### src/sv/sobel_edge_magnitude_3x3_unit_assert.svh
// ----------------------------------------------------------------------------
// Sobel edge magnitude unit - assertion macros
// Clocked implication checks with active-low reset masking.
// ----------------------------------------------------------------------------
`ifndef SOBEL_EDGE_MAGNITUDE_3X3_UNIT_ASSERT_SVH
`define SOBEL_EDGE_MAGNITUDE_3X3_UNIT_ASSERT_SVH

// same-cycle implication
`define SEM_ASSERT_IMPLY(label, clk, rst_n, ante, cons, msg) \
    label: assert property (@(posedge clk) disable iff (!rst_n) (ante) |-> (cons)) \
        else $error(msg);

// next-cycle implication
`define SEM_ASSERT_NEXT(label, clk, rst_n, ante, cons, msg) \
    label: assert property (@(posedge clk) disable iff (!rst_n) (ante) |=> (cons)) \
        else $error(msg);

`endif

### src/sv/sem_pkg.sv
// ----------------------------------------------------------------------------
// Sobel edge magnitude unit - package
// Shared widths, register reset values and the pipeline control types.
// ----------------------------------------------------------------------------
package sem_pkg;

    localparam int PIX_W  = 8;
    localparam int CFG_W  = 12;
    localparam int ROW_W  = 12;
    localparam int GRAD_W = 10;
    localparam int SUM_W  = 11;
    localparam int APB_AW = 3;
    localparam int APB_DW = 32;

    localparam logic [CFG_W-1:0] WIDTH_RESET  = 12'd640;
    localparam logic [CFG_W-1:0] HEIGHT_RESET = 12'd480;
    localparam logic [CFG_W-1:0] DIM_MIN      = 12'd3;
    localparam logic [PIX_W-1:0] PIX_MAX      = 8'd255;

    typedef enum logic [0:0] {
        REG_FRAME_WIDTH  = 1'b0,
        REG_FRAME_HEIGHT = 1'b1
    } t_reg_idx;

    typedef enum logic [1:0] {
        KIND_PIX,
        KIND_TAIL,
        KIND_DRAIN
    } t_kind;

    typedef struct packed {
        t_kind kind;
        logic  emit;
        logic  first_col;
        logic  last_col;
        logic  interior;
        logic  frame_last;
    } t_s1_ctl;

endpackage

### src/sv/sem_cfg.sv
// ----------------------------------------------------------------------------
// Sobel edge magnitude unit - configuration registers
// APB frame width and height, clamped frame geometry and frame restart.
// ----------------------------------------------------------------------------
module sem_cfg #(
    parameter int MAX_LINE = 2048,
    localparam int COL_W = $clog2(MAX_LINE)
) (
    input  logic                           i_clk,
    input  logic                           i_rst_n,
    input  logic                           psel,
    input  logic                           penable,
    input  logic                           pwrite,
    input  logic [sem_pkg::APB_AW-1:0]     paddr,
    input  logic [sem_pkg::APB_DW-1:0]     pwdata,
    output logic [sem_pkg::APB_DW-1:0]     prdata,
    output logic                           pready,
    output logic [COL_W-1:0]               o_w_last,
    output logic [sem_pkg::ROW_W-1:0]      o_h_eff,
    output logic                           o_restart
);

    logic [sem_pkg::CFG_W-1:0] r_frame_width;
    logic [sem_pkg::CFG_W-1:0] r_frame_height;
    logic                      wr_stb;
    sem_pkg::t_reg_idx         reg_idx;

    assign pready    = 1'b1;
    assign wr_stb    = psel & penable & pwrite & pready;
    assign reg_idx   = sem_pkg::t_reg_idx'(paddr[sem_pkg::APB_AW-1]);
    assign o_restart = wr_stb;

    always_ff @(posedge i_clk) begin
        if (!i_rst_n) begin
            r_frame_width  <= sem_pkg::WIDTH_RESET;
            r_frame_height <= sem_pkg::HEIGHT_RESET;
        end else if (wr_stb) begin
            case (reg_idx)
                sem_pkg::REG_FRAME_WIDTH:  r_frame_width  <= pwdata[sem_pkg::CFG_W-1:0];
                sem_pkg::REG_FRAME_HEIGHT: r_frame_height <= pwdata[sem_pkg::CFG_W-1:0];
                default: ;
            endcase
        end
    end

    always_comb begin
        case (reg_idx)
            sem_pkg::REG_FRAME_WIDTH:
                prdata = {{(sem_pkg::APB_DW-sem_pkg::CFG_W){1'b0}}, r_frame_width};
            sem_pkg::REG_FRAME_HEIGHT:
                prdata = {{(sem_pkg::APB_DW-sem_pkg::CFG_W){1'b0}}, r_frame_height};
            default:
                prdata = '0;
        endcase
    end

    always_comb begin
        if (r_frame_width < sem_pkg::DIM_MIN) begin
            o_w_last = COL_W'(2);
        end else if (32'(r_frame_width) > MAX_LINE) begin
            o_w_last = COL_W'(MAX_LINE - 1);
        end else begin
            o_w_last = COL_W'(r_frame_width - 12'd1);
        end
    end

    assign o_h_eff = (r_frame_height < sem_pkg::DIM_MIN) ? sem_pkg::DIM_MIN : r_frame_height;

endmodule

### config.mk
export PLATFORM = sky130hd
export DESIGN_NAME = sem_cfg
export DESIGN_NICKNAME = d
export VERILOG_FILES = /design/src/sv/sobel_edge_magnitude_3x3_unit_assert.svh /design/src/sv/sem_pkg.sv /design/src/sv/sem_cfg.sv
export SDC_FILE = /design/constraint.sdc
export NUM_CORES = 1
export LEC_CHECK = 0
export ABC_CLOCK_PERIOD_IN_PS = 1400
export BUFFER_PORTS_ARGS = -buffer_cell sky130_fd_sc_hd__buf_2
export CAP_MARGIN = 5
export CORE_UTILIZATION = 40
export CTS_BUF_LIST = sky130_fd_sc_hd__clkbuf_8
export DETAILED_ROUTE_END_ITERATION = 10
export GPL_TIMING_DRIVEN = 0
export PLACE_DENSITY_LB_ADDON = 0.3
export SKIP_LAST_GASP = 1
export SLEW_MARGIN = 20
export SYNTH_ARGS = -nofsm -noshare
export SYNTH_HDL_FRONTEND = slang
export SYNTH_SLANG_ARGS = --single-unit
export TNS_END_PERCENT = 10
### constraint.sdc
create_clock -name i_clk -period 1.4 [get_ports i_clk]
set_input_delay 0.07 -clock i_clk [delete_from_list [all_inputs] [get_ports i_clk]]
set_output_delay 0.07 -clock i_clk [all_outputs]
set_load 0.01 [all_outputs]
==> flow_summary.json, run 1 <==
{
  "outcome": "finished, violations left",
  "violations": "negative setup slack",
  "synth_top_area_frac": 0.305,
  "antenna_left": 0,
  "fp.coreArea_sq_mm": 0.00372,
  "gr-total-overflow": 0,
  "dp_hpwl_microns": 3040,
  "top_usage_layer": "met2",
  "cts_tree": "yes",
  "finClkSkew_ns": 0,
  "p_sw_uw": 437,
  "place_congestion": 0.821,
  "via_count": 1578,
  "pwr-share-comb": 0.217,
  "cts-root-buf": "clkbuf_8",
  "setup_viol": 15,
  "crit_path_max_fanout": 7,
  "die_w_microns": 64.8,
  "hold_buffers": 0,
  "clock_latency_ns": 0.27,
  "crit_required_ns": 1.33,
  "grt_pass1_wl_microns": 6690,
  "slew_viol_final": 0,
  "n_antenna_cell": 0,
  "gr-usage-met3": 0.0264,
  "ys.flop_type": "dfxtp_1",
  "p_leak_nw": 1.02,
  "vdd_ir_drop_max_mv": 0.464,
  "ys_ff_latch": 24,
  "area_delta_synth_final_pct": 40.9,
  "synth-edff-count": 0,
  "power_frac_clock": 0.363,
  "grt_antenna_before_repair": 0,
  "grt_pass1_vias": 1466,
  "syn_area_per_cell_sq_um": 7.58,
  "ys_warn_count": 0,
  "syn_area_sq_mm": 0.00158,
  "drive_above_1_share": 0.427,
  "internal_power_mw": 1.26,
  "placedInstanceArea_sq_mm": 0.00202,
  "drt_iter0_markers": 23,
  "setup_slack_ns": -0.530,
  "max_freq_mhz": 518,
  "async_flop_share": 0,
  "grtUsageTotal": 0.208,
  "clockBufferDepth": 2,
  "drc": 0,
  "wl_per_cell_microns": 12.6,
  "finalCritPeriodShare": 1.38,
  "nets": 336,
  "final_area_sq_mm": 0.00222,
  "maxCapViolations": 0,
  "rows": 22,
  "start_kind": "flop",
  "fp.dieH_microns": 64.8,
  "min_period_ns": 1.93,
  "pre_cts_ws_ns": -0.361,
  "seq_area_frac_synth": 0.305,
  "cts_buffers": 3,
  "worstSetupPathType": "flop to output port",
  "grt_max_degree": 15,
  "rsz0062_at_grt": "yes",
  "grtUsageMet1": 0.254,
  "yosys.area.top_type": "dfxtp_1",
  "viasPerCell": 4.63,
  "grt.met2_usage": 0.367,
  "hold_viol": 0,
  "initial_core_util": 0.424,
  "die_area_sq_mm": 0.00420,
  "p_seq_frac": 0.420,
  "htree_num_levels": 1,
  "drt_pass1_iterations": 4,
  "arrival_ns": 1.86,
  "drt-total-wl_microns": 4280,
  "portBuffers": 52,
  "syn_inst": 208,
  "io_pins": 97,
  "end_kind": "output port",
  "clk_pin_slew_ns": 0.09,
  "finalPower_mw": 1.69,
  "power.density_mw_per_mm2": 763,
  "swShare": 0.258,
  "fin_util": 0.598,
  "yosys-top-cells-area": "dfxtp_1, nand2_1, buf_4",
  "hp-class": "primary input to flop",
  "hold_ws_ns": 0.0221,
  "yosysUniqueCellTypes": 36,
  "cts_sinks": 24
}
==> final timing paths <==
check | slack, ns | cells past startpoint | startpoint | end
worst max-delay path | -0.53 | 7 | r_frame_width[1] | o_w_last[3]
worst min-delay path | 0.02 | 3 | pwdata[6] | r_frame_height[6]
worst max register to register | 0.53 | 2 | r_frame_width[10] | r_frame_width[10]
worst min register to register | 0.51 | 2 | r_frame_height[4] | r_frame_height[4]
==> layer usage <==
layer | vias up | part of all wire
met5 | - | 0
met4 | 0 | 0.012
li1 | 816 | -
met3 | 5 | 0.036
met1 | 711 | 0.44
met2 | 46 | 0.51
==> what timing repair did <==
action / CTS / global route
gates cloned: 0 / 1
resized for setup: 9 / 15
pin swaps: 5 / 6
endpoints found under the setup margin: 15 / 20
buffers inserted: 8 / 3
==> power groups by stage <==
stage / combinational (mW) / sequential [mW] / clock (mW)
global route: 0.403 / 0.715 / 0.654
detailed placement: 0.339 / 0.737 / 0
floorplan: 0.240 / 0.729 / 0
global placement: 0.335 / 0.736 / 0
finish: 0.367 / 0.712 / 0.615
CTS: 0.354 / 0.709 / 0.617
==> state kept, by name, indices dropped and copies added (netlist names) <==
register and cells:
r_frame_height 12, r_frame_width 12
==> layout make-up <==
type | count | area (sq um)
buffer | 40 | 236
multi-input combinational | 158 | 977
sequential | 24 | 505
clock inverter | 1 | 30.0
inverter | 3 | 16.3
tap | 48 | 60.1
clock buffer | 3 | 41.3
fill | 381 | 1500
timing repair buffer | 64 | 354
==> placed cells by master, fill, tap and decap left out, types with 2 or more instances in the layout <==
master,synthesis,final
a21boi_0,18,18
dfxtp_2,0,2
dfxtp_4,0,6
a21oi_1,8,5
nand3_1,8,8
nand2b_1,3,3
clkbuf_8,0,3
conb_1,2,21
buf_2,2,52
clkbuf_1,17,17
o21ai_0,3,3
mux2_2,9,9
buf_6,1,2
nand2_1,52,52
a211oi_1,3,3
buf_4,21,32
or4_4,0,2
inv_4,0,2
a21oi_2,0,3
dfxtp_1,24,16
nor4_1,3,2
nor3_1,4,3
xnor2_1,6,6
==> cell usage after synthesis (2+ instances only) <==
library cell and count:
inv_1 3, a211oi_1 3, ha_1 2, conb_1 2
a21boi_0 18, clkbuf_1 17, o21ai_0 3, nor2_1 2
nand3_1 8, nand2_1 52, buf_4 21, buf_2 2
dfxtp_1 24, mux2_2 9, nor3_1 4, nor4_1 3
a21oi_1 8, nand2b_1 3, or4_1 2, xnor2_1 6
==> metrics by stage <==
step           TNS, ns  cells
2_1_floorplan    -1.60    227
3_3_place_gp     -3.39    327
3_5_place_dp     -3.88    327
4_1_cts          -6.47    339
5_1_grt          -7.27    341
6_report         -5.61    341
==> worst max-delay path: stages, from the launching register on <==
cell	delay [ns]
dfxtp_4	0.36
inv_4	0.06
ha_4	0.13
or3b_4	0.42
o31ai_4	0.24
buf_6	0.16
a31oi_2	0.07
buf_2	0.14
==> cells by family (layout without fill, tap and decap cells) <==
group,Yosys count,after routing,share of synthesized area
AND/OR/NAND/NOR,83,83,0.245
buffers and inverters,45,111,0.163
AO/OA/AOI/OAI,36,36,0.163
flip-flops,24,24,0.305
multiplexers,9,9,0.0643
XOR/XNOR,7,7,0.0389
adder cells (fa/ha/maj),2,2,0.0159
other,2,21,0.00476
(Power assumes the default switching activity.)
==> inputs of run 2 (changes only) <==
- MAX_ROUTING_LAYER: unset -> met4
==> run 2 against run 1 <==
- the flow still finishes with violations (negative setup slack)
- global-route usage increased by 0.61 points
- register-to-register slack about the same
- utilization unchanged
- clock-buffer cell count unchanged
- sequential share of layout area unchanged
- cell area unchanged
- critical path depth unchanged
- critical endpoint unchanged
- total power increased by 0.42%
- worst setup slack about the same
- via count decreased by 0.51%
- largest power group unchanged
- routed wire length decreased by 0.16%
==> flow_summary.json, run 2 (synthesized netlist as in run 1, its figures left out) <==
{
  "grt_pass1_vias": 1467,
  "area_delta_synth_final_pct": 40.9,
  "hold_buffers": 0,
  "place_congestion": 0.833,
  "max_freq_mhz": 518,
  "grt_antenna_before_repair": 0,
  "crit_required_ns": 1.33,
  "crit_path_cell_trace": "inv_4 > ha_4 > or3b_4 > o31ai_4 > buf_6 > a31oi_2 > buf_2",
  "finClkSkew_ns": 0,
  "drc": 0,
  "gr-total-overflow": 0,
  "antenna_left": 0,
  "grt_max_degree": 15,
  "outcome": "finished, violations left",
  "finalCritPeriodShare": 1.38,
  "maxCapViolations": 0,
  "start_kind": "flop",
  "p_leak_nw": 1.02,
  "fp.dieH_microns": 64.8,
  "wl_per_cell_microns": 12.5,
  "slew_viol_final": 0,
  "arrival_ns": 1.86,
  "rsz0062_at_grt": "yes",
  "dp_hpwl_microns": 3040,
  "htree_num_levels": 1,
  "final_area_sq_mm": 0.00222,
  "nets": 336,
  "die_area_sq_mm": 0.00420,
  "setup_slack_ns": -0.531,
  "n_antenna_cell": 0,
  "grtUsageTotal": 0.214,
  "portBuffers": 52,
  "fp.coreArea_sq_mm": 0.00372,
  "min_from": "pwdata[6]",
  "cts_sinks": 24,
  "fin_cells": 341,
  "drt_pass1_iterations": 4,
  "initial_core_util": 0.424,
  "power.density_mw_per_mm2": 766,
  "setup_viol": 16,
  "end_kind": "output port",
  "slowest_delay_ns": 0.42,
  "violations": "negative setup slack",
  "cts_buffers": 3,
  "hold_ws_ns": 0.0192,
  "placedCellCount": 327,
  "viasPerCell": 4.60,
  "grt_pass1_wl_microns": 6700,
  "drive_above_1_share": 0.427,
  "crit_slowest_cell": "or3b_4",
  "min_period_ns": 1.93,
  "drt_iter0_markers": 25,
  "clock_latency_ns": 0.27,
  "clockBufferDepth": 2,
  "holdPathStages": 3,
  "worstSetupPathType": "flop to output port",
  "die_w_microns": 64.8,
  "placedInstanceArea_sq_mm": 0.00202,
  "layout_common_cells": "nand2_1, buf_2, buf_4",
  "drt-total-wl_microns": 4270,
  "finalPower_mw": 1.70,
  "hp-class": "primary input to flop",
  "crit_path_max_fanout": 7,
  "top_regs": "r_frame_height x12, r_frame_width x12",
  "r2r_cells": 2,
  "crit_start": "r_frame_width[1]",
  "via_count": 1570,
  "reg2reg_from": "r_frame_width[10]",
  "clk_pin_slew_ns": 0.09,
  "cts-root-buf": "clkbuf_8",
  "rows": 22,
  "hold_viol": 0,
  "cts_tree": "yes",
  "vdd_ir_drop_max_mv": 0.475,
  "io_pins": 97
}
## run 2: cell counts in the layout (fill, tap and decap cells not counted)
Identical to the previous run, type by type.
## run 2: final timing paths
path | endpoint | slack [ns]
setup / recovery | o_w_last[3] | -0.53
hold reg to reg | r_frame_height[4] | 0.51
setup reg to reg | r_frame_width[10] | 0.54
hold / removal | r_frame_height[6] | 0.02
## run 2: metrics by stage
| step | utilization | setup slack (ns) | setup TNS (ns) |
|---|---|---|---|
| global placement | 0.542 | -0.341 | -3.39 |
| global route | 0.598 | -0.587 | -7.27 |
| detailed placement | 0.542 | -0.361 | -3.88 |
| CTS | 0.582 | -0.610 | -6.47 |
| finish | 0.598 | -0.531 | -5.63 |
| floorplan | - | -0.184 | -1.60 |
## run 2: cell type report
class,instances,area (sq um)
buffer,40,236
clock buffer,3,41.3
clock inverter,1,30.0
fill,381,1500
inverter,3,16.3
multi-input combinational,158,977
sequential,24,505
tap,48,60.1
timing repair buffer,64,354
## run 2: metal layers
layer / routed length (microns) / up-vias / share of wire / global-route usage
met5: 0 / - / 0 / -
met4: 51 / 0 / 0.012 / 0.0778
met3: 147 / 5 / 0.034 / 0.0264
met2: 2190 / 43 / 0.51 / 0.368
met1: 1890 / 708 / 0.44 / 0.254
li1: - / 814 / - / -
## run 2: worst max-delay path, delay by kind of cell (launching register included)
kind | cells | cell delay (ns)
and+or+nand+nor | 1 | 0.42
AOI/OAI and AO/OA | 2 | 0.31
adders and majority gates | 1 | 0.13
DFF | 1 | 0.36
buffers and inverters | 3 | 0.36
## run 2: repair_timing
action | 4_1_cts | 5_1_grt
setup buffers | 8 | 3
endpoints found under the setup margin | 15 | 20
gates cloned | 0 | 1
resized for setup | 9 | 15
pin swaps | 5 | 6
## run 2: where the power goes
part | total, mW | leakage [nW] | internal, mW | switching (mW)
clock network | 0.622 | 0.0357 | 0.383 | 0.239
logic | 0.367 | 0.784 | 0.183 | 0.184
registers | 0.712 | 0.200 | 0.691 | 0.0213
total | 1.70 | 1.02 | 1.26 | 0.444
