### config.mk
export PLATFORM = sky130hd
export DESIGN_NAME = sem_scan
export DESIGN_NICKNAME = d
export VERILOG_FILES = /design/src/sv/sobel_edge_magnitude_3x3_unit_assert.svh /design/src/sv/sem_pkg.sv /design/src/sv/sem_scan.sv
export SDC_FILE = /design/constraint.sdc
export NUM_CORES = 1
export LEC_CHECK = 0
export BUFFER_PORTS_ARGS = -buffer_cell sky130_fd_sc_hd__buf_2
export CAP_MARGIN = 20
export CORE_ASPECT_RATIO = 1.25
export CORE_MARGIN = 2
export CORE_UTILIZATION = 49
export DETAILED_ROUTE_END_ITERATION = 6
export PLACE_DENSITY_LB_ADDON = 0.15
export RECOVER_POWER = 50
export SLEW_MARGIN = 10
export SYNTH_ARGS = -nofsm -noshare
export SYNTH_HDL_FRONTEND = slang
export SYNTH_SLANG_ARGS = --single-unit
### constraint.sdc
create_clock -name i_clk -period 3.4 [get_ports i_clk]
set_clock_uncertainty 0.15 [all_clocks]
set_input_delay 0.17 -clock i_clk [delete_from_list [all_inputs] [get_ports i_clk]]
set_output_delay 0.17 -clock i_clk [all_outputs]
set_load 0.005 [all_outputs]
### src/sv/sobel_edge_magnitude_3x3_unit_assert.svh
// ----------------------------------------------------------------------------
// Sobel edge magnitude unit - assertion macros
// Clocked implication checks with active-low reset masking.
// ----------------------------------------------------------------------------
`ifndef SOBEL_EDGE_MAGNITUDE_3X3_UNIT_ASSERT_SVH
`define SOBEL_EDGE_MAGNITUDE_3X3_UNIT_ASSERT_SVH

// same-cycle implication
`define SEM_ASSERT_IMPLY(label, clk, rst_n, ante, cons, msg) \
    label: assert property (@(posedge clk) disable iff (!rst_n) (ante) |-> (cons)) \
        else $error(msg);

// next-cycle implication
`define SEM_ASSERT_NEXT(label, clk, rst_n, ante, cons, msg) \
    label: assert property (@(posedge clk) disable iff (!rst_n) (ante) |=> (cons)) \
        else $error(msg);

`endif

### src/sv/sem_pkg.sv
// ----------------------------------------------------------------------------
// Sobel edge magnitude unit - package
// Shared widths, register reset values and the pipeline control types.
// ----------------------------------------------------------------------------
package sem_pkg;

    localparam int PIX_W  = 8;
    localparam int CFG_W  = 12;
    localparam int ROW_W  = 12;
    localparam int GRAD_W = 10;
    localparam int SUM_W  = 11;
    localparam int APB_AW = 3;
    localparam int APB_DW = 32;

    localparam logic [CFG_W-1:0] WIDTH_RESET  = 12'd640;
    localparam logic [CFG_W-1:0] HEIGHT_RESET = 12'd480;
    localparam logic [CFG_W-1:0] DIM_MIN      = 12'd3;
    localparam logic [PIX_W-1:0] PIX_MAX      = 8'd255;

    typedef enum logic [0:0] {
        REG_FRAME_WIDTH  = 1'b0,
        REG_FRAME_HEIGHT = 1'b1
    } t_reg_idx;

    typedef enum logic [1:0] {
        KIND_PIX,
        KIND_TAIL,
        KIND_DRAIN
    } t_kind;

    typedef struct packed {
        t_kind kind;
        logic  emit;
        logic  first_col;
        logic  last_col;
        logic  interior;
        logic  frame_last;
    } t_s1_ctl;

endpackage

### src/sv/sem_scan.sv
// ----------------------------------------------------------------------------
// Sobel edge magnitude unit - raster scan and line store read stage
// Tracks column and row, classifies each item and issues the line store read.
// ----------------------------------------------------------------------------
module sem_scan #(
    parameter int MAX_LINE = 2048,
    localparam int COL_W = $clog2(MAX_LINE)
) (
    input  logic                          i_clk,
    input  logic                          i_rst_n,
    input  logic                          i_valid,
    output logic                          o_ready,
    input  logic [sem_pkg::PIX_W-1:0]     i_gray_in,
    input  logic                          i_drain,
    input  logic [COL_W-1:0]              i_w_last,
    input  logic [sem_pkg::ROW_W-1:0]     i_h_eff,
    input  logic                          i_restart,
    input  logic                          i_s2_free,
    output logic                          o_s1_valid,
    output sem_pkg::t_s1_ctl              o_s1_ctl,
    output logic [sem_pkg::PIX_W-1:0]     o_s1_pix,
    output logic [COL_W-1:0]              o_s1_addr,
    output logic                          o_rd_en,
    output logic [COL_W-1:0]              o_rd_addr
);

    logic [COL_W-1:0]              r_col;
    logic [sem_pkg::ROW_W-1:0]     r_row;
    logic                          r_dtail;
    logic                          r_s1_valid;
    sem_pkg::t_s1_ctl              r_s1_ctl;
    logic [sem_pkg::PIX_W-1:0]     r_s1_pix;
    logic [COL_W-1:0]              r_s1_addr;

    logic [COL_W-1:0]              n_col;
    logic [sem_pkg::ROW_W-1:0]     n_row;
    logic                          n_dtail;
    sem_pkg::t_s1_ctl              n_ctl;
    logic                          enter;
    logic                          rd_req;
    logic                          accept;
    logic                          pix_phase;
    logic                          first_col;
    logic                          last_col;

    assign o_ready   = !r_s1_valid | i_s2_free;
    assign accept    = i_valid & o_ready;
    assign pix_phase = r_row < i_h_eff;
    assign first_col = (r_col == '0);
    assign last_col  = (r_col == i_w_last);

    always_comb begin
        n_col   = r_col;
        n_row   = r_row;
        n_dtail = r_dtail;
        n_ctl   = '0;
        enter   = 1'b0;
        rd_req  = 1'b0;
        if (pix_phase) begin
            if (!i_drain) begin
                enter           = 1'b1;
                rd_req          = 1'b1;
                n_ctl.kind      = sem_pkg::KIND_PIX;
                n_ctl.first_col = first_col;
                n_ctl.last_col  = last_col;
                n_ctl.emit      = !(r_row == '0) && !((r_row == sem_pkg::ROW_W'(1)) && first_col);
                n_ctl.interior  = (r_col >= COL_W'(2)) && (r_row >= sem_pkg::ROW_W'(2));
                if (last_col) begin
                    n_col = '0;
                    n_row = r_row + sem_pkg::ROW_W'(1);
                    if (r_row + sem_pkg::ROW_W'(1) == i_h_eff) begin
                        n_dtail = 1'b1;
                    end
                end else begin
                    n_col = r_col + COL_W'(1);
                end
            end
        end else if (r_dtail) begin
            enter      = 1'b1;
            n_ctl.kind = sem_pkg::KIND_TAIL;
            n_dtail    = 1'b0;
        end else begin
            enter            = 1'b1;
            rd_req           = 1'b1;
            n_ctl.kind       = sem_pkg::KIND_DRAIN;
            n_ctl.frame_last = last_col;
            if (last_col) begin
                n_col = '0;
                n_row = '0;
            end else begin
                n_col = r_col + COL_W'(1);
            end
        end
    end

    always_ff @(posedge i_clk) begin
        if (!i_rst_n) begin
            r_col      <= '0;
            r_row      <= '0;
            r_dtail    <= 1'b0;
            r_s1_valid <= 1'b0;
        end else begin
            if (i_restart) begin
                r_col   <= '0;
                r_row   <= '0;
                r_dtail <= 1'b0;
            end else if (accept) begin
                r_col   <= n_col;
                r_row   <= n_row;
                r_dtail <= n_dtail;
            end
            if (o_ready) begin
                r_s1_valid <= accept & enter;
            end
        end
    end

    always_ff @(posedge i_clk) begin
        if (accept & enter) begin
            r_s1_ctl  <= n_ctl;
            r_s1_pix  <= i_gray_in;
            r_s1_addr <= r_col;
        end
    end

    assign o_s1_valid = r_s1_valid;
    assign o_s1_ctl   = r_s1_ctl;
    assign o_s1_pix   = r_s1_pix;
    assign o_s1_addr  = r_s1_addr;
    assign o_rd_en    = accept & rd_req;
    assign o_rd_addr  = r_col;

endmodule

==> metrics.txt, run 1 <==
most frequent cells after synthesis 26 x edfxtp_1, 25 x dfxtp_1, 20 x ha_1, 20 x nand2_1, 20 x xor2_1; vias per cell 5.48; Routed WL per cell 15.0 µm; crit path time final 2.88 ns; overall power 1.11 mW; post-synth top area share 24.8%; peak supply drop 0.163 mV; IO Count 77; number of antenna-violating nets in the routed design 0; CP Capture Type flip-flop; Pwr Density 300 nW/µm²; Post-Layout Cell Count 475; die height slightly above 90 µm; CTS tree done; Ys Warns 0; number of synthesized register bits 51; cell area after synthesis approximately 3100 µm²; asr flop ratio synth 0%; adder and majority cell fraction of the synthesized area between 7 and 8%; Tightest Pin Transition 0.641 ns; Slew Limit Fails 0; r2r setup slk 0.52 ns; TNS Setup 0 ns; DRT Pass-1 Iters 4; fin crit share 84.8%; DRC Markers 0; placed cells 457; Buf+Inv Stages, Crit Path 1; die area roughly 7100 µm²; compound-cell area share of the yosys netlist 18.1%; Critical Path RT between 3 and 4 ns; Sink Count 51; count leader, synth edfxtp_1; Post-Synthesis Cells 310; pre-CTS WS 0.570 ns; xor and xnor area share after synthesis 8.35%; # rows 32; top_reg_cell synth edfxtp_1; initial antenna violation count 0; TritonCTS buffer count 5; simple-gate area share of the yosys netlist 18.5%; top post-synthesis cells by area edfxtp_1 25%, dfxtp_1 16%, ha_1 8.0%, xor2_1 5.6%, xnor2_1 2.8%; via count 2601; hold depth 4; latest clock arrival within the worst-skew pair approximately 0.30 ns; Core ar. 6210 µm²; startpoint types flip-flop; Leakage roughly 1.5 nW; largest net degree at the start of global routing 27; Die Width 75.7 µm; RSZ-0062 raised after global routing false; clk buf depth 2; multiplexer area fraction after synthesis 0.636%; r2r worst-path depth 9; outcome complete, no violations; routed wire length 7.12 mm; Max Clock Freq around 350 MHz; Syn Nets around 370; Post-Syn Area per Cell 10.2 µm²; final core utilization 59.7%; dpl hpwl 5.21 mm; Fin. Hold Viols 0; vias in the first global route around 2400; fraction of layout instances using a drive strength above 1 a little under a quarter; cell taking the most area after synthesis edfxtp_1; antenna fix cells 0; CP cell instances inv_1 > ha_1 > nor2b_1 > o211ai_1 > a21o_4 > and3_4 > a2111oi_4 > nand2b_1 > nor2_2; first-pass GRT wire length 11.4 mm; clock root buffer clkbuf_8; CP arrival approximately 2.9 ns; First DRT Iteration DRCs approximately 140; final worst slack 0.515 ns; Clk pin slew, worst setup/hold paths about 0.090 ns; global route total overflow 0; synth unique cells 57; Nets 446; Starting Density 50.7%; relative slew slack 56.1%; RD Place Congestion 1.01; largest family of logic cells by synthesized area simple AND/OR/NAND/NOR gates; post-synthesis sequential area ratio about two fifths; CP max stage cell nand2b_1; worst stage delay on the critical path 0.55 ns; PortBufs 76; Area Overhead vs Synth 17.7%; # setup viols final 0; stages on the worst setup path 9; crit-path max FO 24; critical path type reg -> reg; GRT Total Usage 21.0%; number of max-cap violations 0; CP delay by family, top simple AND/OR/NAND/NOR gates; Hold Path Class in -> reg; EDFF count, synth 26; H-tree levels 2
what timing repair did:
item,CTS,global route
resized for setup,0,0
endpoints found under the hold margin,9,0
hold buffers,10,0
setup buffers,0,0
final timing paths:
path / from / to
worst max register to register: r_row[0] / o_rd_addr[7]
worst max-delay path: r_row[0] / o_rd_addr[7]
worst min-delay path: i_restart / r_dtail
worst min register to register: r_dtail / o_s1_ctl[6]
worst register-to-register path, stage by stage, from the launching register on:
cell and delay, ns:
dfxtp_1 0.47, inv_1 0.17, ha_1 0.21, nor2b_1 0.11, o211ai_1 0.10, a21o_4 0.24
and3_4 0.30, a2111oi_4 0.39, nand2b_1 0.55, nor2_2 0.08
area by class of cell:
type                            instances  area [µm²]
Clock buffer                            5        68.8
Clock inverter                          3        15.0
Fill cell                             563        2500
Inverter                               17        63.8
Multi-Input combinational cell        224        1690
Sequential cell                        51        1280
Tap cell                               85         106
Timing Repair Buffer                   90         480
flip-flops by register name, summed over array words and instances (netlist names):
register,cells
o_s1_addr,11
o_s1_ctl,7
o_s1_pix,8
o_rd_addr,11
o_s1_valid,1
r_dtail,1
r_row,12
metrics by stage:
| stage | hold WS [ns] | instance area, µm² |
|---|---|---|
| 4_1_cts | 0.0956 | 3730 |
| 3_3_place_gp | 0.197 | 3550 |
| 6_report | 0.122 | 3700 |
| 3_5_place_dp | 0.201 | 3550 |
| 2_1_floorplan | 0.119 | 3150 |
| 5_1_grt | 0.116 | 3700 |
cell usage in the layout, fill, tap and decap left out, types with 11 or more instances in the layout:
master	n
clkbuf_1	24
nand2_1	20
edfxtp_1	26
inv_1	17
xor2_1	20
nand3_1	11
nor2_1	14
buf_2	52
dfxtp_1	25
ha_1	20
logic make-up (layout without fill, tap and decap cells):
| logic type | count (synthesis) | in the layout |
|---|---|---|
| AOI/OAI and AO/OA | 68 | 68 |
| xor gates and xnor gates | 30 | 30 |
| adders and majority gates | 20 | 20 |
| buffers and inverters | 35 | 115 |
| DFF | 51 | 51 |
| muxes | 2 | 2 |
| and+or+nand+nor | 104 | 104 |
routing by layer:
| layer | vias up | global-route usage (%) | wire length (µm) |
|---|---|---|---|
| met1 | 1216 | 28.3 | 3220 |
| li1 | 1310 | - | - |
| met2 | 65 | 34.3 | 3500 |
| met5 | - | 0 | 0 |
| met4 | 0 | 5.99 | 96 |
| met3 | 10 | 3.23 | 307 |
power by group:
part | internal (mW) | leakage [nW] | switching (mW)
Combinational | 0.0506 | 1.01 | 0.0616
Sequential | 0.659 | 0.445 | 0.00404
Clock | 0.140 | 0.0392 | 0.197
Total | 0.850 | 1.49 | 0.263
No activity file was read; power rests on OpenSTA's default activity.
==> run 2: changes to the inputs <==
clock period = 2.5 ns   (was 3.4 ns; I/O delays follow)
==> metrics.txt, run 2 (synthesized netlist as in run 1, its figures left out) <==
Starting Density 50.7% (unchanged); largest net degree at the start of global routing 22 (was 27); peak supply drop 0.220 mV (was 0.163 mV); crit path time final 2.41 ns; r2r worst-path depth 9 (unchanged); hold depth 3 (was 4); Switching Power 0.376 mW (was 0.263 mW); clock root buffer clkbuf_8 (unchanged); Post-Layout Cell Count 515 (was 475); placed cells 495 (was 457); CTS tree done (unchanged); relative slew slack 52.8% (was 56.1%); most frequent cells in the layout 49 x buf_2, 36 x clkbuf_1, 32 x buf_4 (was 52 x buf_2, 26 x edfxtp_1, 25 x dfxtp_1); critical path type reg -> out (was reg -> reg); IO Count 77 (unchanged); Core ar. 6210 µm² (unchanged); Fin. Hold Viols 0 (unchanged); routed wire length 7.69 mm (was 7.12 mm); DRC Markers 0 (unchanged); Largest register FFs 12 (unchanged); H-tree levels 2 (unchanged); TNS Setup 0 ns (unchanged); # setup viols final 0 (unchanged); First DRT Iteration DRCs 148 (was 137); sw frac 24.3% (was 23.6%); Routed WL per cell 14.9 µm (was 15.0 µm); fraction of layout instances using a drive strength above 1 30.0% (was 22.6%); # rows 32 (unchanged); antenna fix cells 0 (unchanged); Nets 486 (was 446); Pwr Density 381 nW/µm² (was 300 nW/µm²); number of antenna-violating nets in the routed design 0 (unchanged); Clk pin slew, worst setup/hold paths 0.10 ns (was 0.09 ns); dpl hpwl 5.98 mm (was 5.21 mm); TritonCTS buffer count 5 (unchanged); global route total overflow 0 (unchanged); Biggest register r_row (unchanged); via count 2818 (was 2601); PortBufs 76 (unchanged); GRT Total Usage 21.9% (was 21.0%); latest clock arrival within the worst-skew pair 0.31 ns (was 0.30 ns); Sink Count 51 (unchanged); final worst slack 0.0927 ns (was 0.515 ns); Tightest Pin Transition 0.701 ns (was 0.641 ns); Int Pwr 1.17 mW (was 0.850 mW); fin area 4060 µm² (was 3700 µm²); Area Overhead vs Synth 29.1% (was 17.7%); vias in the first global route 2589 (was 2366); die height 93.6 µm (unchanged); RD Place Congestion 0.906 (was 1.01); Max Clock Freq 415 MHz; Sequential Power Share 58.2% (was 59.6%); Leakage 1.64 nW (was 1.49 nW); initial antenna violation count 0 (unchanged); Logic pwr share 11.0% (was 10.1%); vias per cell 5.47 (was 5.48); Critical Path RT 2.23 ns (was 3.43 ns); first-pass GRT wire length 11.8 mm (was 11.4 mm); crit-path max FO 10 (was 24); fin crit share 96.3%; CP arrival 2.13 ns (was 2.91 ns); fillers 546 (was 563); r2r setup slk 0.10 ns (was 0.52 ns); most common cell after layout, fill and taps aside buf_2 (unchanged); outcome complete, no violations (unchanged); startpoint types flip-flop (unchanged); die area 7080 µm² (unchanged); final core utilization 65.5% (was 59.7%); pre-CTS WS 0.0491 ns (was 0.570 ns); Hold Path Class in -> reg (unchanged); Die Width 75.7 µm (unchanged); CP Capture Type primary output (was flip-flop); DRT Pass-1 Iters 4 (unchanged); Slew Limit Fails 0 (unchanged); clock share of power 30.8% (was 30.3%); number of max-cap violations 0 (unchanged); clk buf depth 2 (unchanged); placed cell area 3870 µm² (was 3550 µm²)
## run 2: cell count changes in the layout (fill, tap and decap cells not counted), sizes merged
cell | before | now
buf | 56 | 83
clkbuf | 29 | 42
clkinv | 2 | 1
clkinvlp | 1 | 2
## run 2: path summary, 6_finish.rpt
check / to / from
worst max-delay path: o_rd_en / r_row[4]
worst max register to register: r_row[2] / r_row[4]
worst min-delay path: o_s1_valid / i_s2_free
worst min register to register: r_row[0] / r_row[0]
## run 2: power groups by stage
stage               Clock [mW]  Combinational [mW]  Sequential [mW]
finish                   0.476               0.171            0.900
global route             0.512               0.189            0.903
CTS                      0.483               0.172            0.900
detailed placement           0               0.156            0.920
global placement             0               0.153            0.919
floorplan                    0              0.0737            0.924
## run 2: per-layer routing
layer	track usage, %	part of all wire (%)	up-vias
met2	36.3	49	102
met4	9.50	2.4	0
li1	-	-	1388
met3	3.34	5.8	18
met5	0	0	-
met1	27.7	43	1310
## run 2: critical path, stage by stage (launching register included)
cell      delay, ns
dfxtp_1        0.33
ha_1           0.29
and4_1         0.23
a21oi_1        0.09
a21o_4         0.21
and3_4         0.22
a211oi_4       0.29
buf_2          0.17
## run 2: layout make-up
type | instances | area [µm²] | area share, %
Sequential cell | 51 | 1290 | 31.7
Clock inverter | 3 | 20.0 | 0.493
Tap cell | 85 | 106 | 2.62
Clock buffer | 5 | 68.8 | 1.69
Timing Repair Buffer | 130 | 757 | 18.6
Inverter | 17 | 63.8 | 1.57
Multi-Input combinational cell | 224 | 1760 | 43.3
## run 2: timing repair
item                       in CTS  in global routing
buffers inserted                2                  0
hold endpoints to repair        9                  0
hold buffers                   10                  0
pin swaps                       1                  4
setup endpoints to repair       1                 22
gates resized for setup         0                  9
## run 2: stage by stage
step / power, mW / hold slack [ns]
final: 1.55 / 0.0472
after global routing: 1.60 / 0.0822
after CTS: 1.56 / 0.0474
after detailed placement: 1.08 / 0.154
after global placement: 1.07 / 0.152
after floorplan: 0.998 / 0.0739
