$ cat src/sv/sobel_edge_magnitude_3x3_unit_assert.svh
// ----------------------------------------------------------------------------
// Sobel edge magnitude unit - assertion macros
// Clocked implication checks with active-low reset masking.
// ----------------------------------------------------------------------------
`ifndef SOBEL_EDGE_MAGNITUDE_3X3_UNIT_ASSERT_SVH
`define SOBEL_EDGE_MAGNITUDE_3X3_UNIT_ASSERT_SVH

// same-cycle implication
`define SEM_ASSERT_IMPLY(label, clk, rst_n, ante, cons, msg) \
    label: assert property (@(posedge clk) disable iff (!rst_n) (ante) |-> (cons)) \
        else $error(msg);

// next-cycle implication
`define SEM_ASSERT_NEXT(label, clk, rst_n, ante, cons, msg) \
    label: assert property (@(posedge clk) disable iff (!rst_n) (ante) |=> (cons)) \
        else $error(msg);

`endif

$ cat src/sv/sem_pkg.sv
// ----------------------------------------------------------------------------
// Sobel edge magnitude unit - package
// Shared widths, register reset values and the pipeline control types.
// ----------------------------------------------------------------------------
package sem_pkg;

    localparam int PIX_W  = 8;
    localparam int CFG_W  = 12;
    localparam int ROW_W  = 12;
    localparam int GRAD_W = 10;
    localparam int SUM_W  = 11;
    localparam int APB_AW = 3;
    localparam int APB_DW = 32;

    localparam logic [CFG_W-1:0] WIDTH_RESET  = 12'd640;
    localparam logic [CFG_W-1:0] HEIGHT_RESET = 12'd480;
    localparam logic [CFG_W-1:0] DIM_MIN      = 12'd3;
    localparam logic [PIX_W-1:0] PIX_MAX      = 8'd255;

    typedef enum logic [0:0] {
        REG_FRAME_WIDTH  = 1'b0,
        REG_FRAME_HEIGHT = 1'b1
    } t_reg_idx;

    typedef enum logic [1:0] {
        KIND_PIX,
        KIND_TAIL,
        KIND_DRAIN
    } t_kind;

    typedef struct packed {
        t_kind kind;
        logic  emit;
        logic  first_col;
        logic  last_col;
        logic  interior;
        logic  frame_last;
    } t_s1_ctl;

endpackage

$ cat src/sv/sem_filt.sv
// ----------------------------------------------------------------------------
// Sobel edge magnitude unit - window and gradient pipeline
// Writes the line stores back, shifts the 3x3 window, forms |gx| and |gy|,
// then sums, saturates and holds the result item for the output side.
// ----------------------------------------------------------------------------
module sem_filt #(
    parameter int MAX_LINE = 2048,
    localparam int COL_W = $clog2(MAX_LINE)
) (
    input  logic                            i_clk,
    input  logic                            i_rst_n,
    input  logic                            i_s1_valid,
    input  sem_pkg::t_s1_ctl                i_s1_ctl,
    input  logic [sem_pkg::PIX_W-1:0]       i_s1_pix,
    input  logic [COL_W-1:0]                i_s1_addr,
    input  logic [2*sem_pkg::PIX_W-1:0]     i_rd_data,
    output logic                            o_s2_free,
    output logic                            o_wr_en,
    output logic [COL_W-1:0]                o_wr_addr,
    output logic [2*sem_pkg::PIX_W-1:0]     o_wr_data,
    output logic                            o_valid,
    input  logic                            i_ready,
    output logic [sem_pkg::PIX_W-1:0]       o_edge_value,
    output logic                            o_on_border,
    output logic                            o_frame_last
);

    logic [sem_pkg::PIX_W-1:0]  r_win [3][3];
    logic [sem_pkg::PIX_W-1:0]  r_tail;

    logic                       r_s2_valid;
    logic                       r_s2_border;
    logic                       r_s2_last;
    logic [sem_pkg::PIX_W-1:0]  r_s2_value;

    logic                       r_s3_valid;
    logic                       r_s3_border;
    logic                       r_s3_last;
    logic [sem_pkg::PIX_W-1:0]  r_s3_value;
    logic [sem_pkg::GRAD_W-1:0] r_s3_gx_abs;
    logic [sem_pkg::GRAD_W-1:0] r_s3_gy_abs;

    logic                       r_out_valid;
    logic [sem_pkg::PIX_W-1:0]  r_out_value;
    logic                       r_out_border;
    logic                       r_out_last;

    logic                       n_s2_valid;
    logic                       n_s2_border;
    logic                       n_s2_last;
    logic [sem_pkg::PIX_W-1:0]  n_s2_value;

    logic                       out_free;
    logic                       s3_free;
    logic                       s3_go;
    logic                       s2_free;
    logic                       s2_go;
    logic                       s1_go;
    logic                       is_pix;
    logic [sem_pkg::PIX_W-1:0]  top;
    logic [sem_pkg::PIX_W-1:0]  mid;
    logic [sem_pkg::GRAD_W-1:0] gx_pos;
    logic [sem_pkg::GRAD_W-1:0] gx_neg;
    logic [sem_pkg::GRAD_W-1:0] gy_pos;
    logic [sem_pkg::GRAD_W-1:0] gy_neg;
    logic [sem_pkg::GRAD_W-1:0] gx_abs;
    logic [sem_pkg::GRAD_W-1:0] gy_abs;
    logic [sem_pkg::SUM_W-1:0]  mag_sum;
    logic [sem_pkg::PIX_W-1:0]  mag_sat;

    assign out_free  = !r_out_valid | i_ready;
    assign s3_free   = !r_s3_valid | out_free;
    assign s3_go     = r_s3_valid & out_free;
    assign s2_free   = !r_s2_valid | s3_free;
    assign s2_go     = r_s2_valid & s3_free;
    assign s1_go     = i_s1_valid & s2_free;
    assign o_s2_free = s2_free;

    assign is_pix = (i_s1_ctl.kind == sem_pkg::KIND_PIX);
    assign top    = i_rd_data[2*sem_pkg::PIX_W-1:sem_pkg::PIX_W];
    assign mid    = i_rd_data[sem_pkg::PIX_W-1:0];

    // line store word: previous-previous line above, previous line below
    assign o_wr_en   = s1_go & is_pix;
    assign o_wr_addr = i_s1_addr;
    assign o_wr_data = {mid, i_s1_pix};

    always_comb begin
        n_s2_valid  = 1'b1;
        n_s2_border = 1'b1;
        n_s2_last   = 1'b0;
        n_s2_value  = r_tail;
        case (i_s1_ctl.kind)
            sem_pkg::KIND_PIX: begin
                n_s2_valid  = i_s1_ctl.emit;
                n_s2_border = !i_s1_ctl.interior;
                n_s2_value  = i_s1_ctl.first_col ? r_tail : r_win[1][2];
            end
            sem_pkg::KIND_TAIL: begin
                n_s2_value = r_tail;
            end
            sem_pkg::KIND_DRAIN: begin
                n_s2_value = mid;
                n_s2_last  = i_s1_ctl.frame_last;
            end
            default: begin
                n_s2_valid = 1'b0;
            end
        endcase
    end

    // advance window one column
    always_ff @(posedge i_clk) begin
        if (s1_go & is_pix) begin
            for (int i = 0; i < 3; i++) begin
                r_win[i][0] <= r_win[i][1];
                r_win[i][1] <= r_win[i][2];
            end
            r_win[0][2] <= top;
            r_win[1][2] <= mid;
            r_win[2][2] <= i_s1_pix;
            if (i_s1_ctl.last_col) begin
                r_tail <= mid;
            end
        end
    end

    assign gx_pos = sem_pkg::GRAD_W'(r_win[0][2]) + sem_pkg::GRAD_W'({r_win[1][2], 1'b0})
                  + sem_pkg::GRAD_W'(r_win[2][2]);
    assign gx_neg = sem_pkg::GRAD_W'(r_win[0][0]) + sem_pkg::GRAD_W'({r_win[1][0], 1'b0})
                  + sem_pkg::GRAD_W'(r_win[2][0]);
    assign gy_pos = sem_pkg::GRAD_W'(r_win[2][0]) + sem_pkg::GRAD_W'({r_win[2][1], 1'b0})
                  + sem_pkg::GRAD_W'(r_win[2][2]);
    assign gy_neg = sem_pkg::GRAD_W'(r_win[0][0]) + sem_pkg::GRAD_W'({r_win[0][1], 1'b0})
                  + sem_pkg::GRAD_W'(r_win[0][2]);
    assign gx_abs = (gx_pos >= gx_neg) ? (gx_pos - gx_neg) : (gx_neg - gx_pos);
    assign gy_abs = (gy_pos >= gy_neg) ? (gy_pos - gy_neg) : (gy_neg - gy_pos);

    assign mag_sum = sem_pkg::SUM_W'(r_s3_gx_abs) + sem_pkg::SUM_W'(r_s3_gy_abs);
    assign mag_sat = (mag_sum > sem_pkg::SUM_W'(sem_pkg::PIX_MAX)) ? sem_pkg::PIX_MAX
                   : mag_sum[sem_pkg::PIX_W-1:0];

    always_ff @(posedge i_clk) begin
        if (!i_rst_n) begin
            r_s2_valid  <= 1'b0;
            r_s3_valid  <= 1'b0;
            r_out_valid <= 1'b0;
        end else begin
            if (s2_free) begin
                r_s2_valid <= s1_go & n_s2_valid;
            end
            if (s3_free) begin
                r_s3_valid <= r_s2_valid;
            end
            if (out_free) begin
                r_out_valid <= r_s3_valid;
            end
        end
    end

    always_ff @(posedge i_clk) begin
        if (s1_go) begin
            r_s2_border <= n_s2_border;
            r_s2_last   <= n_s2_last;
            r_s2_value  <= n_s2_value;
        end
        if (s2_go) begin
            r_s3_border <= r_s2_border;
            r_s3_last   <= r_s2_last;
            r_s3_value  <= r_s2_value;
            r_s3_gx_abs <= gx_abs;
            r_s3_gy_abs <= gy_abs;
        end
        if (s3_go) begin
            r_out_border <= r_s3_border;
            r_out_last   <= r_s3_last;
            r_out_value  <= r_s3_border ? r_s3_value : mag_sat;
        end
    end

    assign o_valid      = r_out_valid;
    assign o_edge_value = r_out_value;
    assign o_on_border  = r_out_border;
    assign o_frame_last = r_out_last;

endmodule

$ cat config.mk
export PLATFORM = sky130hd
export DESIGN_NAME = sem_filt
export DESIGN_NICKNAME = d
export VERILOG_FILES = /design/src/sv/sobel_edge_magnitude_3x3_unit_assert.svh /design/src/sv/sem_pkg.sv /design/src/sv/sem_filt.sv
export SDC_FILE = /design/constraint.sdc
export NUM_CORES = 1
export LEC_CHECK = 0
export ABC_AREA = 1
export BUFFER_PORTS_ARGS = -buffer_cell sky130_fd_sc_hd__buf_4
export CORE_ASPECT_RATIO = 0.9
export CORE_MARGIN = 10
export CORE_UTILIZATION = 60
export CTS_BUF_LIST = sky130_fd_sc_hd__clkbuf_8
export DETAILED_ROUTE_END_ITERATION = 8
export GPL_TIMING_DRIVEN = 0
export PLACE_DENSITY = 0.8
export REMOVE_ABC_BUFFERS = 1
export SLEW_MARGIN = 5
export SYNTH_ARGS = -nofsm -noshare
export SYNTH_HDL_FRONTEND = slang
export SYNTH_SLANG_ARGS = --single-unit
$ cat constraint.sdc
create_clock -name i_clk -period 8.4 [get_ports i_clk]
set_input_delay 0.84 -clock i_clk [delete_from_list [all_inputs] [get_ports i_clk]]
set_output_delay 0.84 -clock i_clk [all_outputs]
set_load 0.05 [all_outputs]
==> impl_metrics.yaml, run 1 <==
outcome:
  status: "finished, final reports clean"
synth:
  ys_seq_area_share_pct: 42.74
  ys.flop_type: "edfxtp_1"
  synth_cells: 937
  async_reset_ff_share_pct: 0
  yosysWarnings: 0
  netlist_area_um2: 9275
  synth_edf_count: 130
  syn_area_per_cell_um2: 9.899
  ys_types: 39
  synth-seq-cells: 133
flow_run:
  cap_violations: 0
timing:
  slew_viol_final: 0
  finalCriticalPeriod_ns: 4.648
  max_freq_ghz: 0.2152
  tightest_slew_ns: 1.175
  setup_tns_ns: 0
  rsz0062_at_grt: "no"
  skew_ns: 0.01068
  fin_crit_sh_pct: 55.33
  setup_viol: 0
  hold_viol: 0
  hold_ws_ns: 0.4182
  max_slew_margin_pct: 21.47
cts:
  root_buffer: "clkbuf_8"
  cts_setup_buffers: 0
  cts_max_level: 4
  cts_tree: "done"
  clk_pin_slew_ns: 0.08
  clk_latency_ns: 0.46
  cts.sinks: 133
  cts_hold_buffers: 0
  numCtsBuffers: 17
  ctsResizeCount: 0
  clockBufferDepth: 2
global_route:
  grt_pass1_wl_mm: 30.17
  grt_pass1_vias: 6163
  grt_max_degree: 33
  antenna_found_initial: 0
  grt_usage_pct: 18.59
  gr-total-overflow: 0
placement:
  dpl.hpwl_mm: 14.90
  port_buffers: 63
  gp_congestion: 0.9379
  place_inst: 1160
routing:
  drt_wl_total_mm: 18.59
  viasPerCell: 5.265
  wl_per_cell_um: 15.59
  first_iter_violations: 532
  dr.pass1.iters: 5
  route.vias.total: 6276
  antenna_left: 0
  drc: 0
setup_path:
  r2r_end: "r_s3_gy_abs[9]"
  rrSetupSlack_ns: 3.75
  worstPathMaxFanout: 12
  crit_path_start: "r_win[0][1]"
  r2r_start: "r_win[0][1]"
  start_kind: "flop"
  worstPathRequired_ns: 8.59
  cp_data_arrival_time_ns: 4.84
  critPathKind: "flop to flop"
  worstRegToRegCells: 20
  crit_end: "r_s3_gy_abs[9]"
  end_kind: "flop"
finish:
  syn2layout_area_growth_pct: 9.159
  final_nets: 1147
  instances_no_fill: 1192
  final_common_cell: "nand2_1"
  most-common-layout-cells: "174 x nand2_1, 152 x inv_1, 130 x edfxtp_1, 87 x ha_1, 77 x a21oi_1"
  drive_gt1_share_pct: 13.54
  antenna-diode-count: 0
power_and_ir_drop:
  p_leak_nw: 4.596
  vdd_ir_drop_max_mv: 0.1634
  power-per-cell-area_nw_per_um2: 212.3
floorplanning:
  die-area_um2: 20840
  dieHeight_um: 138.0
  dieWidth_um: 151.1
  rows: 43
  initial_utilization_pct: 60.70
  ios: 86
  coreArea_um2: 15280
hold_path:
  hold_path.startpoint: "r_win[0][39]"
  hp-class: "flop to flop"
==> per-stage QoR <==
| stage | area (µm²) | utilization [%] | setup WS (ns) | power [mW] |
|---|---|---|---|---|
| floorplan | 8932 | - | 2.398 | 1.397 |
| global placement | 9658 | 63.21 | 0.9850 | 1.584 |
| detailed placement | 9713 | 63.57 | 3.777 | 1.598 |
| CTS | 10120 | 66.26 | 3.748 | 2.157 |
| global route | 10120 | 66.26 | 3.429 | 2.297 |
| finish | 10120 | 66.26 | 3.752 | 2.149 |
==> routing by layer <==
| metal | global-route usage, % | vias to the layer above | wire length [µm] |
|---|---|---|---|
| met5 | 0 | - | 0 |
| met2 | 29.31 | 186 | 8680 |
| met1 | 24.81 | 2907 | 8554 |
| li1 | - | 3154 | - |
| met4 | 6.036 | 0 | 330 |
| met3 | 4.568 | 29 | 1020 |
==> state kept, by name, indices dropped and copies added, names as in the netlist, 8 cells and up <==
| name | cells |
|---|---|
| o_edge_value | 8 |
| r_tail | 8 |
| r_s2_value | 8 |
| r_s3_gy_abs | 10 |
| r_win | 72 |
| r_s3_gx_abs | 10 |
| r_s3_value | 8 |
==> worst max-delay path, cell delays in order (launching register included) <==
cell	delay, ns
edfxtp_1	0.42
inv_1	0.18
fa_1	0.44
inv_1	0.08
ha_1	0.19
inv_1	0.07
fa_1	0.42
o21ai_2	0.23
a21oi_1	0.09
o21bai_1	0.16
xor2_1	0.29
inv_1	0.08
ha_1	0.40
nand2_1	0.10
nand2_1	0.09
a21oi_1	0.15
nand3_1	0.10
a21oi_2	0.40
inv_1	0.27
nand2_1	0.13
nand2_1	0.10
==> power by group <==
group | switching (mW) | leakage [nW] | total [mW] | internal [mW]
clock network | 0.265 | 0.198 | 0.560 | 0.295
logic | 0.501 | 3.17 | 0.790 | 0.290
registers | 0.0177 | 1.22 | 0.799 | 0.782
==> logic make-up (layout without fill, tap and decap cells) <==
| group | Yosys count | in the layout | synth area share, % |
|---|---|---|---|
| buffers and inverters | 198 | 251 | 9.928 |
| AND/OR/NAND/NOR | 275 | 275 | 13.00 |
| AO/OA/AOI/OAI | 152 | 152 | 9.416 |
| adder cells (fa/ha/maj) | 124 | 124 | 19.72 |
| flip-flops | 133 | 133 | 42.74 |
| XOR/XNOR | 55 | 55 | 5.194 |
==> worst min-delay path by stage <==
| stage | slack [ns] | end | cells past startpoint |
|---|---|---|---|
| after CTS | 0.42 | r_win[0][47] | 0 |
| after floorplan | 0.40 | o_frame_last | 0 |
| after global routing | 0.43 | r_win[0][43] | 0 |
| after global placement | 0.40 | r_win[0][42] | 0 |
| after detailed placement | 0.40 | r_s3_last | 0 |
| final | 0.42 | r_win[0][47] | 0 |
==> Yosys cell counts (10+ instances only) <==
master	n	share of area (%)
a21oi_1	77	4.2
buf_4	33	2.7
edfxtp_1	130	42
fa_1	37	8.0
ha_1	87	12
inv_1	152	6.2
nand2_1	174	7.0
nand3_1	38	2.1
nor2_1	21	0.85
o211ai_1	12	0.97
o21ai_0	24	1.3
o21ai_1	10	0.54
or2_2	11	0.74
xor2_1	47	4.4
==> layout make-up <==
class                   instances  area, µm²
fillers                      1237       5155
multi-input cells             606       4398
clock buffers                  17      234.0
repair buffers                 65      520.5
clock inverters                15      177.7
well taps                     202      252.7
flip-flops and latches        133       3964
inverters                     154      578.1
Power figures use the tool's default switching activity.
==> inputs of run 2 (changes only) <==
==> constraint.sdc (replaced) <==
create_clock -name i_clk -period 4.6 [get_ports i_clk]
set_input_delay 0.46 -clock i_clk [delete_from_list [all_inputs] [get_ports i_clk]]
set_output_delay 0.46 -clock i_clk [all_outputs]
set_load 0.05 [all_outputs]
==> run 2 against run 1 <==
Against the previous run: clock skew grew 0.00060 ns; register-to-register slack lost 3.5 ns; clock power grew 82%; sequential share of layout area shrank 0.17 points; critical path depth is the same; setup slack lost 3.5 ns; highest routed layer unchanged.
==> impl_metrics.yaml, run 2 (synthesized netlist as in run 1, its figures left out) <==
finish:
  syn2layout_area_growth_pct: 9.646
  regMostFlops: "r_win"
  regArea_um2: 3964
  final_common_cell: "nand2_1"
  fin_util_pct: 66.56
  largest_register_ff_count: 72
  drive_gt1_share_pct: 14.08
  most-common-layout-cells: "174 x nand2_1, 150 x inv_1, 130 x edfxtp_1, 87 x ha_1, 77 x a21oi_1"
  antenna-diode-count: 0
  multiInputGateArea_um2: 4413
  fill_cells: 1236
  final_nets: 1151
  reg_top3: "r_win x72, r_s3_gx_abs x10, r_s3_gy_abs x10"
setup_path:
  path_cells: "inv_1, fa_1, inv_1, ha_1, fa_1, nand3_1, nand3_1, a21oi_1, o21ai_0, xor2_1, inv_1, ha_1, nand2_1, nand2_1, a21oi_1, nand3_1, a21oi_4, inv_2, nand2_1, nand2_1"
  cp_common_cell: "nand2_1"
  crit_path_top_delay_cell: "fa_1"
  cp_data_arrival_time_ns: 4.53
  critPathKind: "flop to flop"
  end_kind: "flop"
  slowest_delay_ns: 0.54
  start_kind: "flop"
  worstPathRequired_ns: 4.79
  crit_family: "adder cells"
  worstPathMaxFanout: 8
  cp_num_buf_inv: 4
floorplanning:
  coreArea_um2: 15280
  dieHeight_um: 138.0
  dieWidth_um: 151.1
  initial_utilization_pct: 60.70
  rows: 43
  die-area_um2: 20840
  ios: 86
cts:
  cts.sinks: 133
  cts_max_level: 4
  cts_tree: "done"
  clk_pin_slew_ns: 0.08
  root_buffer: "clkbuf_8"
  clk_latency_ns: 0.46
  clockBufferDepth: 2
  numCtsBuffers: 17
timing:
  max_slew_margin_pct: 19.64
  finalCriticalPeriod_ns: 4.336
  fin_crit_sh_pct: 94.27
  setup_viol: 0
  max_freq_ghz: 0.2306
  slew_viol_final: 0
  tightest_slew_ns: 1.203
  skew_ns: 0.01128
  hold_viol: 0
  rsz0062_at_grt: "no"
  finalWorstSetupSlack_ns: 0.2636
global_route:
  grtUsageMet2_pct: 29.41
  grt_most_used_layer: "met2"
  gr-total-overflow: 0
  use_met1_pct: 24.77
  grt_max_degree: 33
  grt_pass1_wl_mm: 30.19
  antenna_found_initial: 0
  met3_usage_pct: 4.568
  grt_pass1_vias: 6170
  grt_usage_pct: 18.61
power_and_ir_drop:
  p_leak_nw: 4.616
  power-per-cell-area_nw_per_um2: 388.5
  vdd_ir_drop_max_mv: 0.2987
  total_power_mw: 3.951
routing:
  drc: 0
  dr.pass1.iters: 5
  wl_per_cell_um: 15.65
  first_iter_violations: 494
  viasPerCell: 5.246
  drt_wl_total_mm: 18.72
  route.vias.total: 6274
  antenna_left: 0
placement:
  gp_congestion: 0.9379
  port_buffers: 63
  dp_slack_ns: -0.02288
  dpl.hpwl_mm: 14.90
outcome:
  status: "finished, final reports clean"
hold_path:
  hp-class: "input port to flop"
flow_run:
  cap_violations: 0
-- run 2: cell types whose count changed in the layout (fill, tap and decap cells not counted), sizes merged --
cell and change:
buf +4
-- run 2: layer usage --
metal	wire, µm	part of all wire, %
met1	8661	46
met2	8802	47
met3	915	4.9
met4	339	1.8
met5	0	0
-- run 2: repair_timing --
action,4_1_cts,5_1_grt
endpoints found under the hold margin,0,0
hold buffers,0,0
endpoints found under the setup margin,2,14
pin swaps,0,1
gates resized for setup,1,3
setup buffers,0,4
-- run 2: power breakdown --
| part | internal, mW | total (mW) | switching (mW) | leakage (nW) |
|---|---|---|---|---|
| Sequential | 1.43 | 1.46 | 0.0326 | 1.22 |
| Combinational | 0.545 | 1.47 | 0.925 | 3.19 |
| Clock | 0.538 | 1.02 | 0.482 | 0.198 |
| Total | 2.51 | 3.95 | 1.44 | 4.62 |
-- run 2: path summary, 6_finish.rpt --
| kind | start | to | slack, ns | cells past startpoint |
|---|---|---|---|---|
| max | r_win[0][49] | r_s3_gy_abs[9] | 0.26 | 20 |
| max reg2reg | r_win[0][49] | r_s3_gy_abs[9] | 0.26 | 20 |
| min | i_rd_data[10] | r_win[0][2] | 0.18 | 1 |
| min reg2reg | r_win[0][39] | r_win[0][47] | 0.42 | 0 |
-- run 2: layout make-up --
class	instances	share of cell area, %
multi-input combinational	606	43.39
sequential	133	38.98
inverter	154	5.684
timing repair buffer	69	5.413
tap	202	2.485
clock buffer	17	2.301
clock inverter	15	1.747
-- run 2: stage by stage --
step	area, µm²	instances	hold WS [ns]	TNS (ns)
final	10170	1196	0.1755	0
after global routing	10170	1196	0.1480	0
after CTS	10130	1192	0.1459	0
after detailed placement	9713	1160	0.4045	-0.02288
after global placement	9658	1158	0.4007	-107.09
after floorplan	8932	893	0.4003	-57.01
